### src/rtl/sfrs_pkg.sv
// Shared types, codes and defaults of the SPI flash request sequencer.
package sfrs_pkg;

	// Default sizes of the request queue and of one flash page.
	localparam int QUEUE_DEPTH_DEF = 16;
	localparam int PAGE_BYTES_DEF  = 256;

	// Field widths.
	localparam int ACTION_W = 3;
	localparam int ADDR_W   = 24;
	localparam int COUNT_W  = 16;
	localparam int TAG_W    = 8;
	localparam int BYTE_W   = 8;
	localparam int LEN_W    = 9;
	localparam int KIND_W   = 2;
	localparam int CFG_IDX_W  = 3;
	localparam int CFG_DATA_W = 9;

	// Request actions.
	localparam logic [ACTION_W-1:0] ACT_WRITE  = 3'd0;
	localparam logic [ACTION_W-1:0] ACT_ERASE  = 3'd1;
	localparam logic [ACTION_W-1:0] ACT_READ   = 3'd2;
	localparam logic [ACTION_W-1:0] ACT_STATUS = 3'd3;

	// Input operations.
	localparam logic OP_ENQUEUE = 1'b0;
	localparam logic OP_FINISH  = 1'b1;

	// Result kinds.
	localparam logic [KIND_W-1:0] KIND_CMD    = 2'd0;
	localparam logic [KIND_W-1:0] KIND_DONE   = 2'd1;
	localparam logic [KIND_W-1:0] KIND_REJECT = 2'd2;

	// Configuration register indexes.
	localparam logic [CFG_IDX_W-1:0] CFG_POLL_LENGTH = 3'd0;
	localparam logic [CFG_IDX_W-1:0] CFG_OPC_RDSR    = 3'd1;
	localparam logic [CFG_IDX_W-1:0] CFG_OPC_WREN    = 3'd2;
	localparam logic [CFG_IDX_W-1:0] CFG_OPC_PP      = 3'd3;
	localparam logic [CFG_IDX_W-1:0] CFG_OPC_SE      = 3'd4;
	localparam logic [CFG_IDX_W-1:0] CFG_OPC_READ    = 3'd5;

	// Configuration reset values.
	localparam logic [LEN_W-1:0]  POLL_LENGTH_RST = 9'd260;
	localparam logic [BYTE_W-1:0] OPC_RDSR_RST    = 8'h05;
	localparam logic [BYTE_W-1:0] OPC_WREN_RST    = 8'h06;
	localparam logic [BYTE_W-1:0] OPC_PP_RST      = 8'h02;
	localparam logic [BYTE_W-1:0] OPC_SE_RST      = 8'hD8;
	localparam logic [BYTE_W-1:0] OPC_READ_RST    = 8'h03;

	// Transfer lengths: opcode plus three address bytes, status read, write enable.
	localparam logic [LEN_W-1:0] LEN_HDR    = 9'd4;
	localparam logic [LEN_W-1:0] LEN_STATUS = 9'd2;
	localparam logic [LEN_W-1:0] LEN_WREN   = 9'd1;

	// What the transfer in flight is.
	typedef enum logic [2:0] {
		P_NONE     = 3'd0,
		P_POLL     = 3'd1,
		P_WREN     = 3'd2,
		P_WRITE    = 3'd3,
		P_ERASE    = 3'd4,
		P_READ     = 3'd5,
		P_STATUS   = 3'd6,
		P_FALLBACK = 3'd7
	} pend_t;

	// One queued request; the count is already clamped to a page.
	typedef struct packed {
		logic [ACTION_W-1:0] action;
		logic [ADDR_W-1:0]   addr;
		logic [LEN_W-1:0]    count;
		logic [TAG_W-1:0]    tag;
	} entry_t;

	localparam int ENTRY_W = $bits(entry_t);

	// Controller states.
	typedef enum logic [2:0] {
		ST_IDLE,
		ST_READ,
		ST_ISSUE,
		ST_EMIT_A,
		ST_EMIT_B
	} ctrl_state_t;

	// Commands from controller to datapath.
	typedef struct packed {
		logic accept;
		logic issue;
		logic load_a;
		logic load_b;
	} cmd_t;

	// Status from datapath to controller.
	typedef struct packed {
		logic res_a_valid;
		logic res_b_valid;
		logic out_free;
	} sts_t;

endpackage

### src/rtl/sfrs_ram.sv
// Generic single write port RAM with a registered read port.
module sfrs_ram #(
	parameter int WIDTH = 8,
	parameter int DEPTH = 16
) (
	input  logic                     clk,
	input  logic                     we,
	input  logic [$clog2(DEPTH)-1:0] waddr,
	input  logic [WIDTH-1:0]         wdata,
	input  logic [$clog2(DEPTH)-1:0] raddr,
	output logic [WIDTH-1:0]         rdata
);

	logic [WIDTH-1:0] mem [DEPTH];

	// Write and registered read.
	always_ff @(posedge clk) begin
		if (we) begin
			mem[waddr] <= wdata;
		end
		rdata <= mem[raddr];
	end

endmodule

### src/rtl/sfrs_ctrl.sv
// Controller state machine of the SPI flash request sequencer.
module sfrs_ctrl (
	input  logic          clk,
	input  logic          arst_n,
	input  logic          in_valid,
	output logic          in_ready,
	input  sfrs_pkg::sts_t sts,
	output sfrs_pkg::cmd_t cmd
);
	import sfrs_pkg::*;

	ctrl_state_t state_q, state_d;

	// State register.
	always_ff @(posedge clk or negedge arst_n) begin
		if (!arst_n) begin
			state_q <= ST_IDLE;
		end else begin
			state_q <= state_d;
		end
	end

	// Next state and commands: take a request, read the queue head, issue, then
	// hand out up to two results.
	always_comb begin
		state_d  = state_q;
		cmd      = '0;
		in_ready = 1'b0;
		unique case (state_q)
			ST_IDLE: begin
				in_ready = 1'b1;
				if (in_valid) begin
					cmd.accept = 1'b1;
					state_d    = ST_READ;
				end
			end
			ST_READ: begin
				state_d = ST_ISSUE;
			end
			ST_ISSUE: begin
				cmd.issue = 1'b1;
				state_d   = ST_EMIT_A;
			end
			ST_EMIT_A: begin
				if (!sts.res_a_valid) begin
					state_d = ST_EMIT_B;
				end else if (sts.out_free) begin
					cmd.load_a = 1'b1;
					state_d    = ST_EMIT_B;
				end
			end
			ST_EMIT_B: begin
				if (!sts.res_b_valid) begin
					state_d = ST_IDLE;
				end else if (sts.out_free) begin
					cmd.load_b = 1'b1;
					state_d    = ST_IDLE;
				end
			end
			default: begin
				state_d = ST_IDLE;
			end
		endcase
	end

endmodule

### src/rtl/sfrs_datapath.sv
// Datapath: configuration, request queue, flash state, results and output register.
module sfrs_datapath #(
	parameter int QUEUE_DEPTH = sfrs_pkg::QUEUE_DEPTH_DEF,
	parameter int PAGE_BYTES  = sfrs_pkg::PAGE_BYTES_DEF
) (
	input  logic                              clk,
	input  logic                              arst_n,
	input  sfrs_pkg::cmd_t                    cmd,
	output sfrs_pkg::sts_t                    sts,
	input  logic                              cfg_we,
	input  logic [sfrs_pkg::CFG_IDX_W-1:0]    cfg_index,
	input  logic [sfrs_pkg::CFG_DATA_W-1:0]   cfg_data,
	input  logic                              op,
	input  logic [sfrs_pkg::ACTION_W-1:0]     action,
	input  logic [sfrs_pkg::ADDR_W-1:0]       req_addr,
	input  logic [sfrs_pkg::COUNT_W-1:0]      byte_count,
	input  logic [sfrs_pkg::TAG_W-1:0]        tag,
	input  logic [sfrs_pkg::BYTE_W-1:0]       rx_status,
	output logic                              out_valid,
	input  logic                              out_ready,
	output logic [sfrs_pkg::KIND_W-1:0]       kind,
	output logic [sfrs_pkg::TAG_W-1:0]        done_tag,
	output logic [sfrs_pkg::BYTE_W-1:0]       status_data,
	output logic [sfrs_pkg::BYTE_W-1:0]       spi_opcode,
	output logic [sfrs_pkg::ADDR_W-1:0]       spi_addr,
	output logic [sfrs_pkg::LEN_W-1:0]        spi_length,
	output logic                              busy_res,
	output logic                              last
);
	import sfrs_pkg::*;

	localparam int PTR_W = $clog2(QUEUE_DEPTH);
	localparam logic [PTR_W-1:0]   PTR_LAST = PTR_W'(QUEUE_DEPTH - 1);
	localparam logic [COUNT_W-1:0] PAGE_CNT = COUNT_W'(PAGE_BYTES);

	// Configuration registers.
	logic [LEN_W-1:0]  poll_length_q;
	logic [BYTE_W-1:0] opc_rdsr_q, opc_wren_q, opc_pp_q, opc_se_q, opc_read_q;

	// Queue pointers and flash state.
	logic [PTR_W-1:0] head_q, tail_q, head_nx, tail_nx;
	logic             xfer_pending_q, flash_ready_q, busy_flag_q, wr_en_q;
	pend_t            pend_action_q;
	logic [TAG_W-1:0] pend_tag_q;

	// Result of the input step (A) and of the issue step (B).
	logic              res_a_valid_q, res_b_valid_q;
	logic [KIND_W-1:0] res_a_kind_q;
	logic [TAG_W-1:0]  res_a_tag_q;
	logic [BYTE_W-1:0] res_a_status_q;
	logic [BYTE_W-1:0] res_b_opcode_q;
	logic [ADDR_W-1:0] res_b_addr_q;
	logic [LEN_W-1:0]  res_b_len_q;

	logic out_valid_q;

	// Queue memory.
	entry_t wr_entry, head_entry;
	logic   queue_full, queue_empty, enq_we;

	assign head_nx     = (head_q == PTR_LAST) ? '0 : head_q + 1'b1;
	assign tail_nx     = (tail_q == PTR_LAST) ? '0 : tail_q + 1'b1;
	assign queue_full  = (tail_nx == head_q);
	assign queue_empty = (head_q == tail_q);

	assign enq_we = cmd.accept && (op == OP_ENQUEUE) && (byte_count != '0) && !queue_full;

	// New entry with the count clamped to a page.
	always_comb begin
		wr_entry.action = action;
		wr_entry.addr   = req_addr;
		wr_entry.count  = (byte_count > PAGE_CNT) ? PAGE_CNT[LEN_W-1:0]
		                                          : byte_count[LEN_W-1:0];
		wr_entry.tag    = tag;
	end

	sfrs_ram #(
		.WIDTH (ENTRY_W),
		.DEPTH (QUEUE_DEPTH)
	) u_queue (
		.clk   (clk),
		.we    (enq_we),
		.waddr (tail_q),
		.wdata (wr_entry),
		.raddr (head_q),
		.rdata (head_entry)
	);

	// Decode of the head request into the command it becomes.
	logic              need_wren;
	pend_t             iss_action;
	logic [BYTE_W-1:0] iss_opcode;
	logic [LEN_W-1:0]  iss_len;

	always_comb begin
		need_wren = !wr_en_q &&
		            (head_entry.action == ACT_WRITE || head_entry.action == ACT_ERASE);
		unique case (head_entry.action)
			ACT_WRITE: begin
				iss_action = P_WRITE;
				iss_opcode = opc_pp_q;
				iss_len    = LEN_HDR + head_entry.count;
			end
			ACT_ERASE: begin
				iss_action = P_ERASE;
				iss_opcode = opc_se_q;
				iss_len    = LEN_HDR;
			end
			ACT_READ: begin
				iss_action = P_READ;
				iss_opcode = opc_read_q;
				iss_len    = LEN_HDR + head_entry.count;
			end
			ACT_STATUS: begin
				iss_action = P_STATUS;
				iss_opcode = opc_rdsr_q;
				iss_len    = LEN_STATUS;
			end
			default: begin
				iss_action = P_FALLBACK;
				iss_opcode = opc_rdsr_q;
				iss_len    = LEN_STATUS;
			end
		endcase
	end

	// Input step result payload.
	logic [KIND_W-1:0] a_kind;
	logic [TAG_W-1:0]  a_tag;
	logic [BYTE_W-1:0] a_status;

	always_comb begin
		if (op == OP_ENQUEUE) begin
			a_kind   = (byte_count == '0) ? KIND_DONE : KIND_REJECT;
			a_tag    = tag;
			a_status = '0;
		end else begin
			a_kind   = KIND_DONE;
			a_tag    = pend_tag_q;
			a_status = (pend_action_q == P_STATUS) ? rx_status : '0;
		end
	end

	// Control state: configuration, pointers, flash state and result flags.
	always_ff @(posedge clk or negedge arst_n) begin
		if (!arst_n) begin
			poll_length_q  <= POLL_LENGTH_RST;
			opc_rdsr_q     <= OPC_RDSR_RST;
			opc_wren_q     <= OPC_WREN_RST;
			opc_pp_q       <= OPC_PP_RST;
			opc_se_q       <= OPC_SE_RST;
			opc_read_q     <= OPC_READ_RST;
			head_q         <= '0;
			tail_q         <= '0;
			xfer_pending_q <= 1'b0;
			flash_ready_q  <= 1'b0;
			busy_flag_q    <= 1'b0;
			wr_en_q        <= 1'b0;
			pend_action_q  <= P_NONE;
			pend_tag_q     <= '0;
			res_a_valid_q  <= 1'b0;
			res_b_valid_q  <= 1'b0;
			out_valid_q    <= 1'b0;
		end else begin
			// Register writes; unknown indexes are dropped.
			if (cfg_we) begin
				unique case (cfg_index)
					CFG_POLL_LENGTH: poll_length_q <= cfg_data;
					CFG_OPC_RDSR:    opc_rdsr_q    <= cfg_data[BYTE_W-1:0];
					CFG_OPC_WREN:    opc_wren_q    <= cfg_data[BYTE_W-1:0];
					CFG_OPC_PP:      opc_pp_q      <= cfg_data[BYTE_W-1:0];
					CFG_OPC_SE:      opc_se_q      <= cfg_data[BYTE_W-1:0];
					CFG_OPC_READ:    opc_read_q    <= cfg_data[BYTE_W-1:0];
					default: ;
				endcase
			end

			// Input step: enqueue, or the finish of the transfer in flight.
			if (cmd.accept) begin
				res_a_valid_q <= 1'b0;
				wr_en_q       <= 1'b0;
				if (op == OP_ENQUEUE) begin
					if (byte_count == '0 || queue_full) begin
						res_a_valid_q <= 1'b1;
					end else begin
						tail_q <= tail_nx;
					end
				end else if (xfer_pending_q) begin
					xfer_pending_q <= 1'b0;
					unique case (pend_action_q)
						P_POLL: begin
							if (!rx_status[0]) begin
								flash_ready_q <= 1'b1;
							end
						end
						P_WREN: begin
							wr_en_q <= 1'b1;
						end
						P_WRITE, P_ERASE: begin
							res_a_valid_q <= 1'b1;
							flash_ready_q <= 1'b0;
						end
						P_READ, P_STATUS: begin
							res_a_valid_q <= 1'b1;
						end
						default: ;
					endcase
				end
			end

			// Issue step: poll, head request, or go quiet.
			if (cmd.issue) begin
				res_b_valid_q <= 1'b0;
				if (!xfer_pending_q) begin
					if (!flash_ready_q) begin
						pend_action_q  <= P_POLL;
						xfer_pending_q <= 1'b1;
						res_b_valid_q  <= 1'b1;
					end else if (queue_empty) begin
						pend_action_q <= P_NONE;
						busy_flag_q   <= 1'b0;
					end else begin
						busy_flag_q    <= 1'b1;
						xfer_pending_q <= 1'b1;
						res_b_valid_q  <= 1'b1;
						if (need_wren) begin
							pend_action_q <= P_WREN;
						end else begin
							pend_action_q <= iss_action;
							pend_tag_q    <= head_entry.tag;
							head_q        <= head_nx;
						end
					end
				end
			end

			// Output register valid.
			if (cmd.load_a || cmd.load_b) begin
				out_valid_q <= 1'b1;
			end else if (out_ready) begin
				out_valid_q <= 1'b0;
			end
		end
	end

	// Result payloads and the output register.
	always_ff @(posedge clk) begin
		if (cmd.accept) begin
			res_a_kind_q   <= a_kind;
			res_a_tag_q    <= a_tag;
			res_a_status_q <= a_status;
		end
		if (cmd.issue) begin
			if (!flash_ready_q) begin
				res_b_opcode_q <= opc_rdsr_q;
				res_b_addr_q   <= '0;
				res_b_len_q    <= poll_length_q;
			end else if (need_wren) begin
				res_b_opcode_q <= opc_wren_q;
				res_b_addr_q   <= '0;
				res_b_len_q    <= LEN_WREN;
			end else begin
				res_b_opcode_q <= iss_opcode;
				res_b_addr_q   <= head_entry.addr;
				res_b_len_q    <= iss_len;
			end
		end
		if (cmd.load_a) begin
			kind        <= res_a_kind_q;
			done_tag    <= res_a_tag_q;
			status_data <= res_a_status_q;
			spi_opcode  <= '0;
			spi_addr    <= '0;
			spi_length  <= '0;
			busy_res    <= busy_flag_q;
			last        <= !res_b_valid_q;
		end else if (cmd.load_b) begin
			kind        <= KIND_CMD;
			done_tag    <= '0;
			status_data <= '0;
			spi_opcode  <= res_b_opcode_q;
			spi_addr    <= res_b_addr_q;
			spi_length  <= res_b_len_q;
			busy_res    <= busy_flag_q;
			last        <= 1'b1;
		end
	end

	assign out_valid       = out_valid_q;
	assign sts.res_a_valid = res_a_valid_q;
	assign sts.res_b_valid = res_b_valid_q;
	assign sts.out_free    = !out_valid_q || out_ready;

`ifndef SYNTHESIS
	// An issue step with nothing in flight either starts a transfer or goes idle.
	a_issue_outcome: assert property (@(posedge clk) disable iff (!arst_n)
		(cmd.issue && !xfer_pending_q) |=> (xfer_pending_q || !busy_flag_q))
		else $error("issue step left neither a transfer nor an idle sequencer");

	// A stored request never makes the queue look empty.
	a_enqueue_not_empty: assert property (@(posedge clk) disable iff (!arst_n)
		enq_we |=> (tail_q != head_q))
		else $error("enqueue wrapped the queue onto its head");

	// The flash only turns not ready on a finished write or erase.
	a_ready_fall: assert property (@(posedge clk) disable iff (!arst_n)
		$fell(flash_ready_q) |-> $past(cmd.accept && op == OP_FINISH))
		else $error("flash ready dropped without a finished transfer");
`endif

endmodule

### src/rtl/spi_flash_request_sequencer_top.sv
// Top level of the SPI flash request sequencer.
//
//  channel  direction  handshake               payload
//  in       input      in_valid / in_ready     op action req_addr byte_count tag rx_status
//  out      output     out_valid / out_ready   kind done_tag status_data spi_opcode
//                                              spi_addr spi_length busy_res last
//  cfg      input      cfg_valid / cfg_ready   cfg_index cfg_data
//
// A request holds the sequencer through its states in order: accept, queue head
// read (registered RAM port), issue, and one slot for each of the two possible
// results. The last result is loaded into the output register in its result slot,
// and the next request is taken in the idle state that follows the second slot.
// A stalled output holds the sequencer in its result slots; the final result waits
// in the output register while the next request is taken. Reset clears pointers and
// flash state and restores configuration defaults at once; the queue memory is not cleared.
// Configuration writes are taken every cycle.
module spi_flash_request_sequencer_top #(
	parameter int QUEUE_DEPTH = sfrs_pkg::QUEUE_DEPTH_DEF,
	parameter int PAGE_BYTES  = sfrs_pkg::PAGE_BYTES_DEF
) (
	input  logic                            clk,
	input  logic                            arst_n,
	input  logic                            cfg_valid,
	output logic                            cfg_ready,
	input  logic [sfrs_pkg::CFG_IDX_W-1:0]  cfg_index,
	input  logic [sfrs_pkg::CFG_DATA_W-1:0] cfg_data,
	input  logic                            in_valid,
	output logic                            in_ready,
	input  logic                            op,
	input  logic [sfrs_pkg::ACTION_W-1:0]   action,
	input  logic [sfrs_pkg::ADDR_W-1:0]     req_addr,
	input  logic [sfrs_pkg::COUNT_W-1:0]    byte_count,
	input  logic [sfrs_pkg::TAG_W-1:0]      tag,
	input  logic [sfrs_pkg::BYTE_W-1:0]     rx_status,
	output logic                            out_valid,
	input  logic                            out_ready,
	output logic [sfrs_pkg::KIND_W-1:0]     kind,
	output logic [sfrs_pkg::TAG_W-1:0]      done_tag,
	output logic [sfrs_pkg::BYTE_W-1:0]     status_data,
	output logic [sfrs_pkg::BYTE_W-1:0]     spi_opcode,
	output logic [sfrs_pkg::ADDR_W-1:0]     spi_addr,
	output logic [sfrs_pkg::LEN_W-1:0]      spi_length,
	output logic                            busy_res,
	output logic                            last
);
	import sfrs_pkg::*;

	cmd_t cmd;
	sts_t sts;

	// Configuration registers accept a write in any cycle.
	assign cfg_ready = 1'b1;

	sfrs_ctrl u_ctrl (
		.clk      (clk),
		.arst_n   (arst_n),
		.in_valid (in_valid),
		.in_ready (in_ready),
		.sts      (sts),
		.cmd      (cmd)
	);

	sfrs_datapath #(
		.QUEUE_DEPTH (QUEUE_DEPTH),
		.PAGE_BYTES  (PAGE_BYTES)
	) u_datapath (
		.clk         (clk),
		.arst_n      (arst_n),
		.cmd         (cmd),
		.sts         (sts),
		.cfg_we      (cfg_valid && cfg_ready),
		.cfg_index   (cfg_index),
		.cfg_data    (cfg_data),
		.op          (op),
		.action      (action),
		.req_addr    (req_addr),
		.byte_count  (byte_count),
		.tag         (tag),
		.rx_status   (rx_status),
		.out_valid   (out_valid),
		.out_ready   (out_ready),
		.kind        (kind),
		.done_tag    (done_tag),
		.status_data (status_data),
		.spi_opcode  (spi_opcode),
		.spi_addr    (spi_addr),
		.spi_length  (spi_length),
		.busy_res    (busy_res),
		.last        (last)
	);

endmodule
### config.mk
export PLATFORM = sky130hd
export DESIGN_NAME = spi_flash_request_sequencer_top
export DESIGN_NICKNAME = d
export VERILOG_FILES = /design/src/rtl/sfrs_pkg.sv /design/src/rtl/sfrs_ram.sv /design/src/rtl/sfrs_ctrl.sv /design/src/rtl/sfrs_datapath.sv /design/src/rtl/spi_flash_request_sequencer_top.sv
export SDC_FILE = /design/constraint.sdc
export NUM_CORES = 1
export LEC_CHECK = 0
export BUFFER_PORTS_ARGS = -buffer_cell sky130_fd_sc_hd__buf_2
export CAP_MARGIN = 10
export CORE_MARGIN = 1.5
export CORE_UTILIZATION = 50
export DETAILED_ROUTE_END_ITERATION = 6
export PLACE_DENSITY = 0.67
export SYNTH_ARGS = -nofsm -noshare
export SYNTH_HDL_FRONTEND = slang
export SYNTH_SLANG_ARGS = --single-unit
### constraint.sdc
create_clock -name clk -period 4.4 [get_ports clk]
set_input_delay 0.44 -clock clk [delete_from_list [all_inputs] [get_ports clk]]
set_output_delay 0.44 -clock clk [all_outputs]
set_load 0.02 [all_outputs]
After elaboration in Yosys (flattened, before gate mapping)

Memories as Yosys holds them, arrays and structs flattened. A register that Yosys moved wholly into a read port is not among the register bits.
Cells that the tools add are included.

Bits of input ports: 77
Memory bits (writable): 704
Register bits after elaboration: 198
Output and inout port bits: 64
Logic and storage cells: 167
Memories kept: 1

Memories:

| memory                 | words | bits a word | rd ports | clocked after Yosys merged registers in | write ports | RTL line       | text |
|---|---|---|---|---|---|---|---|
| u_datapath.u_queue.mem | 16    | 44          | 1        | 1                                       | 1           | sfrs_ram.sv:14 | `logic [WIDTH-1:0] mem [DEPTH];` |

Add/sub/neg operators: 3
Equal/unequal tests: 26
Bitwise gates (word level): 6
Reduce and logical (&&, ||, !) cells: 37
$lt $le $gt $ge: 1
Mux-type cells: 61

Operators by type and width:

| kind                | number |
|---|---|
| $mux 8              | 6 |
| $mux 1              | 34 |
| $mux 9              | 3 |
| $eq 3x2->1 const B  | 8 |
| $mux 3              | 8 |
| $pmux 8 s3          | 1 |
| $eq 3x3->1 const B  | 6 |
| $pmux 9 s2          | 1 |
| $gt 16x9->1 const B | 1 |
| $logic_not 16->1    | 1 |
| $reduce_and 2->1    | 8 |
| $reduce_bool 16->1  | 1 |
| $pmux 3 s5          | 1 |
| $eq 3x1->1 const B  | 4 |
| $pmux 3 s4          | 1 |
| $reduce_and 5->1    | 2 |
| $add 3x9->9 const A | 1 |
| $logic_not 3->1     | 3 |
| $reduce_and 3->1    | 3 |
| $add 4x1->4 const B | 2 |
| $eq 4x4->1          | 2 |
| $eq 4x4->1 const B  | 2 |
| $mux 4              | 2 |
| $mux 2              | 3 |
| 10 further kinds    | 30 |

Longest topological paths before layout

Gate-level depths: netlist of the first run.

Depth in word-level cells: 7
Mapped depth: 8
Depth with buffers taken out: 7

Cells and area by module

A second synthesis of the first run with hierarchy kept.

Cells, all modules: 1794
Area total of the unflattened synthesis: 35555.4 um2

Modules (own cells, without submodules):

| module                          | times used | area an instance (um2) | sequential area each (um2) | cells each |
|---|---|---|---|---|
| sfrs_ram                        | 1          | 27266.2                | 22021.1                    | 1142 |
| sfrs_datapath                   | 1          | 8080.2                 | 5086.1                     | 631 |
| sfrs_ctrl                       | 1          | 197.7                  | 75.1                       | 19 |
| spi_flash_request_sequencer_top | 1          | 11.3                   | 0.0                        | 2 |

Worst setup path before layout of the first run

No wires, ideal clock.

Path type: reg2reg
Start point: register u_datapath.tail_q[0]
End point: memory u_datapath.u_queue.mem[11][0] (netlist name) (enable)
Period minus slack after synthesis: 3.276 ns
Library setup time: 0.406 ns
Buffers on the path: 1
Slack: 1.124 ns
Data required time: 3.994 ns
Cell stages (with the launch flop): 8
Arrival time: 2.870 ns
Cell sequence: dfrtp_1 > ha_1 > inv_1 > a311oi_2 > xor2_2 > a211oi_4 > buf_6 > and3_1

Cells in the longest elaborated chain, start to end: 7
Elaborated cells on any way between the ends: 8
Those cells by class: 1 x add/sub; 2 x eq/ne; 3 x mux; 2 x reduce/logical

Ends and longest elaborated chain:

| item                                             | RTL line             | text |
|---|---|---|
| start, declared                                  | sfrs_datapath.sv:41  | `logic [PTR_W-1:0] head_q, tail_q, head_nx, tail_nx;` |
| start signal, assigned                           | sfrs_datapath.sv:186 | `tail_q <= tail_nx;` |
| $add 4x1->4 / $eq 4x4->1 (equally long branches) | sfrs_datapath.sv:62  | `assign tail_nx = (tail_q == PTR_LAST) ? '0 : tail_q + 1'b1;` |
| $mux 4                                           | sfrs_datapath.sv:62  |  |
| $eq 4x4->1                                       | sfrs_datapath.sv:63  | `assign queue_full = (tail_nx == head_q);` |
| $logic_not 1->1                                  | sfrs_datapath.sv:66  | `assign enq_we = cmd.accept && (op == OP_ENQUEUE) && (byte_count != '0) && !queue_full;` |
| $logic_and 1x1->1                                | sfrs_datapath.sv:66  |  |
| $mux 1                                           | sfrs_ram.sv:18       | `if (we) begin` |
| $mux 1 (implied by the code)                     | sfrs_ram.sv:19       | `mem[waddr] <= wdata;` |
| end, declared                                    | sfrs_ram.sv:14       |  |

Parallel ways exist; a longest one is shown, timed or not.

Worst setup path in the final report of the first run

Start point: register u_datapath.tail_q[0]
End point: memory u_datapath.u_queue.mem[15][33] (netlist name) (enable)

Same word-level chain as after synthesis.

==> impl_metrics.ini, run 1 <==
[run_status]
status = finished clean

[grt]
antenna_found_initial = 3
grt_start_max_net_pins = 181
overflow = 0
grtUsageTotal_pct = 21.0
grt_busiest_layer = met2
grt_pass1_wl_um = 116000
grt_pass1_vias = 18450
grt_use_met1_pct = 29.6
gr-usage-met3_pct = 2.95
grt_util_met2_pct = 34.8

[drt]
drc = 0
avgRoutedWirePerCell_um = 24.8
wirelength_um = 76600
drt_iter0_drc = 1660
vias_per_cell = 5.71
ant_nets = 0
first_pass_iters = 5
via_count = 17636

[power]
power_density_nw_per_um2 = 582
p_sw_mw = 6.37
pwr-share-clk_pct = 35.1
switching_share_pct = 26.5
pwr-share-seq_pct = 46.6
intPower_mw = 17.7
combPwrFrac_pct = 18.3
finalPower_mw = 24.0
ir_drop_v = 0.000469
p_leak_nw = 13.6

[setup_path]
reg2reg_to = u_datapath.u_queue.mem[15][33]
cp_max_fo = 27
reg2regPathDepth = 7
r2r_slack_ps = 730
crit_type = flip-flop to flip-flop
crit_required_ps = 4730
r2r_start = u_datapath.tail_q[0]
crit_path_start_kind = flip-flop
arrival_ps = 4000
end_kind = flip-flop

[placement]
io_buffers = 139
dpl.hpwl_um = 43700
gp_congestion = 0.828

[synthesis]
ys_types = 60
postSynthAreaPerCell_um2 = 19.1
yosysSeqAreaShare_pct = 75.5
synthCells = 1884
synth_flop_cell = edfxtp_1
yosys_warnings = 0
ys_seq_elements = 946
synth-edff-count = 783
syn-num-nets = 1968
async_reset_ff_share_pct = 8.25
netlist_area_um2 = 36000

[clocking]
clkLatencyLatePin_ps = 650
h-tree-depth = 3
clkTransAtPathRegs_ps = 60
cts_tree = built
cts_resized = 0
ctsHoldBuffers = 2
cts_buffers = 96
clock_path_buffers = 3
clockRootBuffer = clkbuf_16
cts.sinks = 946
post_cts_buffers = 0

[min_path]
min_from = cfg_data[2]
holdPathStages = 3
hp-class = primary input to flip-flop
hold_end = u_datapath.poll_length_q[2]

[final_layout]
layout-drive-gt1-share_pct = 27.5
layout_commonest_cell = edfxtp_1
final_nets = 2138
layout_common_cells = edfxtp_1, mux4_2, buf_2
synthToLayoutAreaGrowth_pct = 14.6
num-fill-cells = 5307

[timing]
max_freq_mhz = 273
tightest_slew_ps = 1110
period_needed_ps = 3670
hold_viol = 0
rsz0062_at_grt = false
drv_slew = 0
fin_worst_skew_ps = 20.8
fin_worst_hold_slack_ps = 64.3
setup_viol_count_final = 0
relSlewSlack_pct = 25.8
fin_crit_sh_pct = 83.4
setup_tns_ps = 0

[die]
ios = 141
die-area_um2 = 73700
initial_core_util_pct = 50.5
core_area_um2 = 71400
std_cell_rows = 98
die_x_um = 271
die_h_um = 271

[run]
drv_cap = 0
cell usage after synthesis (20+ instances only):
library cell,number,area (um^2)
a211oi_1,47,353
dfrtp_1,65,1630
mux2i_1,53,531
nor2b_1,47,294
clkbuf_1,54,203
a21oi_1,98,490
o21ai_1,20,100
mux2_1,40,450
mux2_2,26,293
buf_2,30,150
edfxtp_1,783,23500
dfxtp_1,85,1700
mux4_2,176,3960
and2_1,59,369
nand2_1,125,469
power by group through the flow:
stage / Sequential [mW] / Combinational [mW] / Clock (mW)
5_1_grt: 11.3 / 4.77 / 8.92
4_1_cts: 11.2 / 4.47 / 8.60
3_3_place_gp: 11.3 / 4.40 / 0
3_5_place_dp: 11.4 / 4.45 / 0
2_1_floorplan: 11.2 / 3.20 / 0
6_report: 11.2 / 4.39 / 8.44
sequential cells by signal (all words and copies together) (netlist names), 9 cells and up:
| register | count |
|---|---|
| u_datapath.spi_addr | 24 |
| u_datapath.spi_length | 9 |
| u_datapath.poll_length_q | 9 |
| u_datapath.res_b_len_q | 9 |
| u_datapath.u_queue.rdata | 44 |
| u_datapath.res_b_addr_q | 24 |
| u_datapath.u_queue.mem | 704 |
per-layer routing:
metal / up-vias / routed length [um]
met4: 0 / 1390
met2: 500 / 37900
met3: 107 / 3740
li1: 7797 / -
met5: - / 0
met1: 9232 / 33600
cells by family (layout without fill, tap and decap cells):
group / after synthesis / count (layout) / share of synthesized area [%]
XOR/XNOR: 16 / 16 / 0.431
AO/OA/AOI/OAI: 195 / 195 / 3.33
other: 1 / 2 / 0.0104
multiplexers: 295 / 295 / 14.5
flip-flops: 946 / 946 / 75.5
adder cells (fa/ha/maj): 7 / 7 / 0.243
AND/OR/NAND/NOR: 308 / 308 / 4.54
buffers and inverters: 116 / 370 / 1.45
cell type report:
class                      count  area, um^2  area share, %
tap                          950        1190           2.88
multi-input combinational    822        8350           20.2
clock buffer                 129        2710           6.57
sequential                   946       27200           65.9
inverter                      14        52.6          0.127
clock inverter                53         623           1.51
antenna                        1        2.50        0.00606
timing repair buffer         174        1140           2.77
critical path: stages, from the launching register on:
cell and delay [ps]:
dfrtp_1 500, ha_1 300, inv_1 80, a311oi_2 340, xor2_2 160, a211oi_4 640, and3_2 930, buf_4 380
worst max path at each step:
stage,end,cells after the start,slack (ps),from
2_1_floorplan,u_datapath.u_queue.mem[11][0],7,1120,u_datapath.tail_q[0]
3_3_place_gp,u_datapath.u_queue.mem[15][37],7,820,u_datapath.tail_q[0]
3_5_place_dp,u_datapath.u_queue.mem[15][34],7,730,u_datapath.tail_q[0]
4_1_cts,u_datapath.u_queue.mem[15][30],7,710,u_datapath.tail_q[0]
5_1_grt,u_datapath.u_queue.mem[7][40],7,550,u_datapath.tail_q[0]
6_report,u_datapath.u_queue.mem[15][33],7,730,u_datapath.tail_q[0]
stage by stage:
step                instances  area (um^2)  util (%)  setup slack (ps)
floorplan                1884        36000         -              1120
global placement         2903        37900      53.1               818
detailed placement       2903        37900      53.1               728
CTS                      3087        41300      57.8               705
global route             3089        41300      57.8               549
finish                   3089        41300      57.8               731
Note: power is estimated with default switching activity, not from simulation.
==> run 2, diff against run 1 <==
Clock period 4.4 ns to 3.5 ns, I/O delays scaled along.
==> impl_metrics.ini, run 2 (same netlist as run 1, synthesis figures left out) <==
[min_path]
hold_end = u_datapath.opc_rdsr_q[5]
min_from = cfg_data[5]
holdPathStages = 2
hp-class = primary input to flip-flop

[power]
p_leak_nw = 13.8
ir_drop_v = 0.000523
finalPower_mw = 29.9
power_density_nw_per_um2 = 720

[final_layout]
multi_input_area_um2 = 8350
n_antenna_cell = 0
layout-drive-gt1-share_pct = 27.7
regArea_um2 = 27200
final_nets = 2171
layout_commonest_cell = edfxtp_1
stdcell_area_um2 = 41600
synthToLayoutAreaGrowth_pct = 15.4
layout_common_cells = edfxtp_1, mux4_2, buf_2
num-fill-cells = 5279
regMostFlops = u_datapath.u_queue.mem
largest_register_ffs = 704
layout.cells.non_filler = 3120
top_regs = u_datapath.u_queue.mem (704), u_datapath.u_queue.rdata (44)

[setup_path]
arrival_ps = 3270
crit_path_start_kind = flip-flop
reg2regPathDepth = 8
cp_max_fo = 27
crit_required_ps = 3830
r2r_start = u_datapath.tail_q[0]
reg2reg_to = u_datapath.u_queue.mem[10][0]
crit_type = flip-flop to flip-flop
end_kind = flip-flop
r2r_slack_ps = 560

[timing]
setup_viol_count_final = 0
relSlewSlack_pct = 29.2
rsz0062_at_grt = false
max_freq_mhz = 340
period_needed_ps = 2940
fin_crit_sh_pct = 84.1
tightest_slew_ps = 1060
hold_viol = 0
fin_worst_skew_ps = 17.2
setup_tns_ps = 0
drv_slew = 0

[drt]
drt_iter0_drc = 1920
avgRoutedWirePerCell_um = 25.1
vias_per_cell = 5.77
first_pass_iters = 5
wirelength_um = 78200
via_count = 18007
drc = 0
ant_nets = 0

[run_status]
status = finished clean

[run]
drv_cap = 0

[grt]
grt_pass1_wl_um = 117000
grt_use_met1_pct = 32.1
grt_pass1_vias = 18272
grtUsageTotal_pct = 21.4
overflow = 0
grt_start_max_net_pins = 138
grt_util_met2_pct = 32.4
grt_busiest_layer = met2
antenna_found_initial = 5
gr-usage-met3_pct = 4.35

[clocking]
clkTransAtPathRegs_ps = 60
cts_buffers = 95
cts.sinks = 946
clkLatencyLatePin_ps = 650
clockRootBuffer = clkbuf_16
h-tree-depth = 3
clock_path_buffers = 3
cts_tree = built
cts_resized = 0

[placement]
gp_congestion = 0.791
dpl.hpwl_um = 47800
placed_cell_area_um2 = 38300
io_buffers = 139
dp_cells = 2926

[die]
initial_core_util_pct = 50.5
die_x_um = 271
std_cell_rows = 98
ios = 141
die-area_um2 = 73700
core_area_um2 = 71400
die_h_um = 271
[run 2: cell types whose count changed in the layout (fill, tap and decap cells not counted), moves of 4 or more]
| cell | before | now |
|---|---|---|
| dlygate4sd3_1 | 2 | 11 |
| buf_12 | 14 | 33 |
| buf_4 | 19 | 26 |
| clkbuf_1 | 16 | 24 |
| bufinv_16 | 12 | 6 |
| clkbuf_8 | 14 | 10 |
[run 2: critical path, stage by stage, from the launching register on]
cell and delay [ps]:
dfrtp_1 500, ha_1 340, inv_1 100, a311oi_2 390, xor2_2 170, a211oi_4 270, buf_12 170, and3_2 410
buf_12 250
[run 2: how the worst max path moves through the flow]
stage          cells after the start                        endpoint  slack [ps]            startpoint
6_report                           8   u_datapath.u_queue.mem[10][0]         560  u_datapath.tail_q[0]
3_3_place_gp                       7  u_datapath.u_queue.mem[10][42]         340  u_datapath.tail_q[0]
4_1_cts                            7  u_datapath.u_queue.mem[10][33]         190  u_datapath.tail_q[0]
3_5_place_dp                       7  u_datapath.u_queue.mem[10][42]         210  u_datapath.tail_q[0]
2_1_floorplan                      7   u_datapath.u_queue.mem[11][0]         220  u_datapath.tail_q[0]
5_1_grt                            8  u_datapath.u_queue.mem[11][43]         400  u_datapath.tail_q[0]
[run 2: what timing repair did]
action / in CTS / in global routing
hold buffers: 11 / 0
hold endpoints to repair: 75 / 0
setup endpoints to repair: 0 / 77
setup buffers: 0 / 3
[run 2: per-stage QoR]
step | worst slack [ps] | utilization, % | hold WS, ps
CTS | 193 | 58.2 | 24.0
finish | 557 | 58.3 | 52.7
floorplan | 224 | - | 54.4
detailed placement | 210 | 53.7 | 433
global route | 402 | 58.3 | 47.8
global placement | 343 | 53.7 | 427
[run 2: area by class of cell]
cell class,count,share of cell area [%]
Clock buffer,132,6.45
Clock inverter,48,1.08
Inverter,14,0.126
Multi-Input combinational cell,822,20.1
Sequential cell,946,65.4
Tap cell,950,2.86
Timing Repair Buffer,208,3.98
[run 2: layer usage]
layer	up-vias	wire, um
met4	0	1600
li1	7861	-
met1	9385	34300
met3	113	5860
met5	-	0
met2	648	36400
[run 2: report_power, final]
part           internal [mW]  switching [mW]
clock                   5.83            4.17
sequential              13.4           0.617
combinational           2.55            3.38
total                   21.8            8.16
==> run 3, diff against run 2 <==
Settings changed: ABC_AREA set to 1.
Clock period 3.5 ns to 3.01 ns, I/O delays scaled along.
==> impl_metrics.ini, run 3 <==
[placement]
dp_slack_ps = 323
io_buffers = 139
placed_cell_area_um2 = 38600
dpl.hpwl_um = 51700
gp_congestion = 0.830

[timing]
relSlewSlack_pct = 44.6
setup_viol_count_final = 0
max_freq_mhz = 371
tightest_slew_ps = 832
period_needed_ps = 2700
hold_viol = 0
fin_worst_skew_ps = 14.8
rsz0062_at_grt = false
fin_crit_sh_pct = 89.5
fin_worst_hold_slack_ps = 32.9
drv_slew = 0
fin_ws_ps = 315

[clocking]
clkLatencyLatePin_ps = 650
clockRootBuffer = clkbuf_16
h-tree-depth = 3
cts_resized = 0
post_cts_buffers = 0
clock_path_buffers = 3
cts.sinks = 946
clkTransAtPathRegs_ps = 60
cts_tree = built
ctsHoldBuffers = 13
cts_buffers = 94

[run_status]
status = finished clean

[die]
die-area_um2 = 75000
std_cell_rows = 99
die_x_um = 274
ios = 141
core_area_um2 = 72800
initial_core_util_pct = 50.4
die_h_um = 274

[setup_path]
crit_type = flip-flop to flip-flop
end_kind = flip-flop
arrival_ps = 2980
cp_max_fo = 29
crit_required_ps = 3290
crit_path_start_kind = flip-flop

[drt]
drt_iter0_drc = 2779
wirelength_um = 87700
via_count = 23757
avgRoutedWirePerCell_um = 21.0
drc = 0
vias_per_cell = 5.70
ant_nets = 0
first_pass_iters = 6

[power]
ir_drop_v = 0.000726
switching_share_pct = 31.7
pwr-share-seq_pct = 44.2
pwr-share-clk_pct = 32.8
p_leak_nw = 15.0
intPower_mw = 25.4
p_sw_mw = 11.8
power_density_nw_per_um2 = 884
combPwrFrac_pct = 23.0

[final_layout]
largest_register_ffs = 704
num-fill-cells = 5719
layout_commonest_cell = edfxtp_1
synthToLayoutAreaGrowth_pct = 14.6
regArea_um2 = 27200
final_util_pct = 57.7
regMostFlops = u_datapath.u_queue.mem
layout-drive-gt1-share_pct = 12.8
final_nets = 3212
layout_common_cells = edfxtp_1, nor2_1, o21ai_0
top_regs = u_datapath.u_queue.mem (704), u_datapath.u_queue.rdata (44)
multi_input_area_um2 = 8210
stdcell_area_um2 = 42000

[grt]
grt_pass1_vias = 23193
antenna_found_initial = 3
grt_pass1_wl_um = 134000
grt_start_max_net_pins = 168
grtUsageTotal_pct = 23.3
overflow = 0

[synthesis]
postSynthAreaPerCell_um2 = 12.3
ys_seq_elements = 946
ys_types = 43
synth_common_cells = edfxtp_1, nor2_1, o21ai_0, nand2_1, inv_1
yosysMostFrequentCell = edfxtp_1
synth_top_cell_by_area = edfxtp_1
synth_top_area_share_pct = 64.1
synthCells = 2989
async_reset_ff_share_pct = 8.25
netlist_area_um2 = 36700
synth-edff-count = 783
syn-num-nets = 3073
yosysSeqAreaShare_pct = 74.1
yosys_warnings = 0
synthTopCellsByArea = edfxtp_1, o21ai_0, nor2_1, dfxtp_1, dfrtp_1
synth_flop_cell = edfxtp_1

[run]
drv_cap = 0

[min_path]
hp-class = primary input to flip-flop
[run 3: cell types whose count changed in the layout (fill, tap and decap cells not counted), sizes merged, moves of 60 or more]
cell	previous run	this run
nand3	8	126
inv	20	166
o22ai	1	89
nor2	18	548
and2	60	0
nand2	126	298
o21ai	21	482
mux4	176	0
mux2	66	1
o211ai	0	89
[run 3: final cells by class]
cell class,count,area share [%]
inverters,160,1.45
repair buffers,214,3.70
clock inverters,60,1.63
well taps,959,2.85
clock buffers,117,6.13
flip-flops and latches,946,64.7
diodes,1,0.00595
multi-input cells,1712,19.5
[run 3: path summary, 6_finish.rpt]
kind,start,endpoint,slack [ps],cells past startpoint
min,rx_status[1],u_datapath.res_a_status_q[1],30,3
min in group asynchronous,arst_n,u_datapath.poll_length_q[7],290,2
max reg2reg,u_ctrl.state_q[0],u_datapath.u_queue.mem[5][37],310,8
min reg2reg,u_datapath.u_queue.rdata[3],u_datapath.pend_tag_q[3],440,2
max in group asynchronous,arst_n,u_datapath.opc_se_q[7],1930,3
max,u_ctrl.state_q[0],u_datapath.u_queue.mem[5][37],310,8
[run 3: through the flow]
stage	power, mW	instances	setup TNS (ps)
6_report	37.2	4169	0
5_1_grt	38.9	4168	0
4_1_cts	37.3	4168	0
3_5_place_dp	25.1	3978	0
3_3_place_gp	24.9	3978	0
2_1_floorplan	22.2	2989	-162560
[run 3: cell families (layout without fill, tap and decap cells)]
group	count (synthesis)	in the layout	share of synthesized area, %
multiplexers	1	1	0.0307
XOR/XNOR	10	10	0.239
AND/OR/NAND/NOR	980	980	10.7
flip-flops	946	946	74.1
other	1	2	0.0102
AO/OA/AOI/OAI	713	713	10.8
adder cells (fa/ha/maj)	7	7	0.239
buffers and inverters	331	551	3.89
[run 3: power groups by stage]
stage | sequential, mW | clock (mW) | combinational (mW)
2_1_floorplan | 16.8 | 0 | 5.36
3_3_place_gp | 16.6 | 0 | 8.30
3_5_place_dp | 16.7 | 0 | 8.48
4_1_cts | 16.4 | 12.4 | 8.56
5_1_grt | 16.5 | 12.9 | 9.47
6_report | 16.4 | 12.2 | 8.56
[run 3: critical path: stages, from the launching register on]
cell,delay (ps)
dfrtp_1,440
nor2_4,150
nand2_1,90
nor2_2,110
nand2_1,190
a21oi_4,380
nand3_1,330
nor2_4,170
buf_4,440
[run 3: per-layer routing]
metal	up-vias	track usage, %	part of all wire, %
met4	6	6.91	1.8
met5	-	0	0.046
met3	136	3.37	8.1
met2	985	37.2	47
met1	11749	33.5	43
li1	10881	-	-
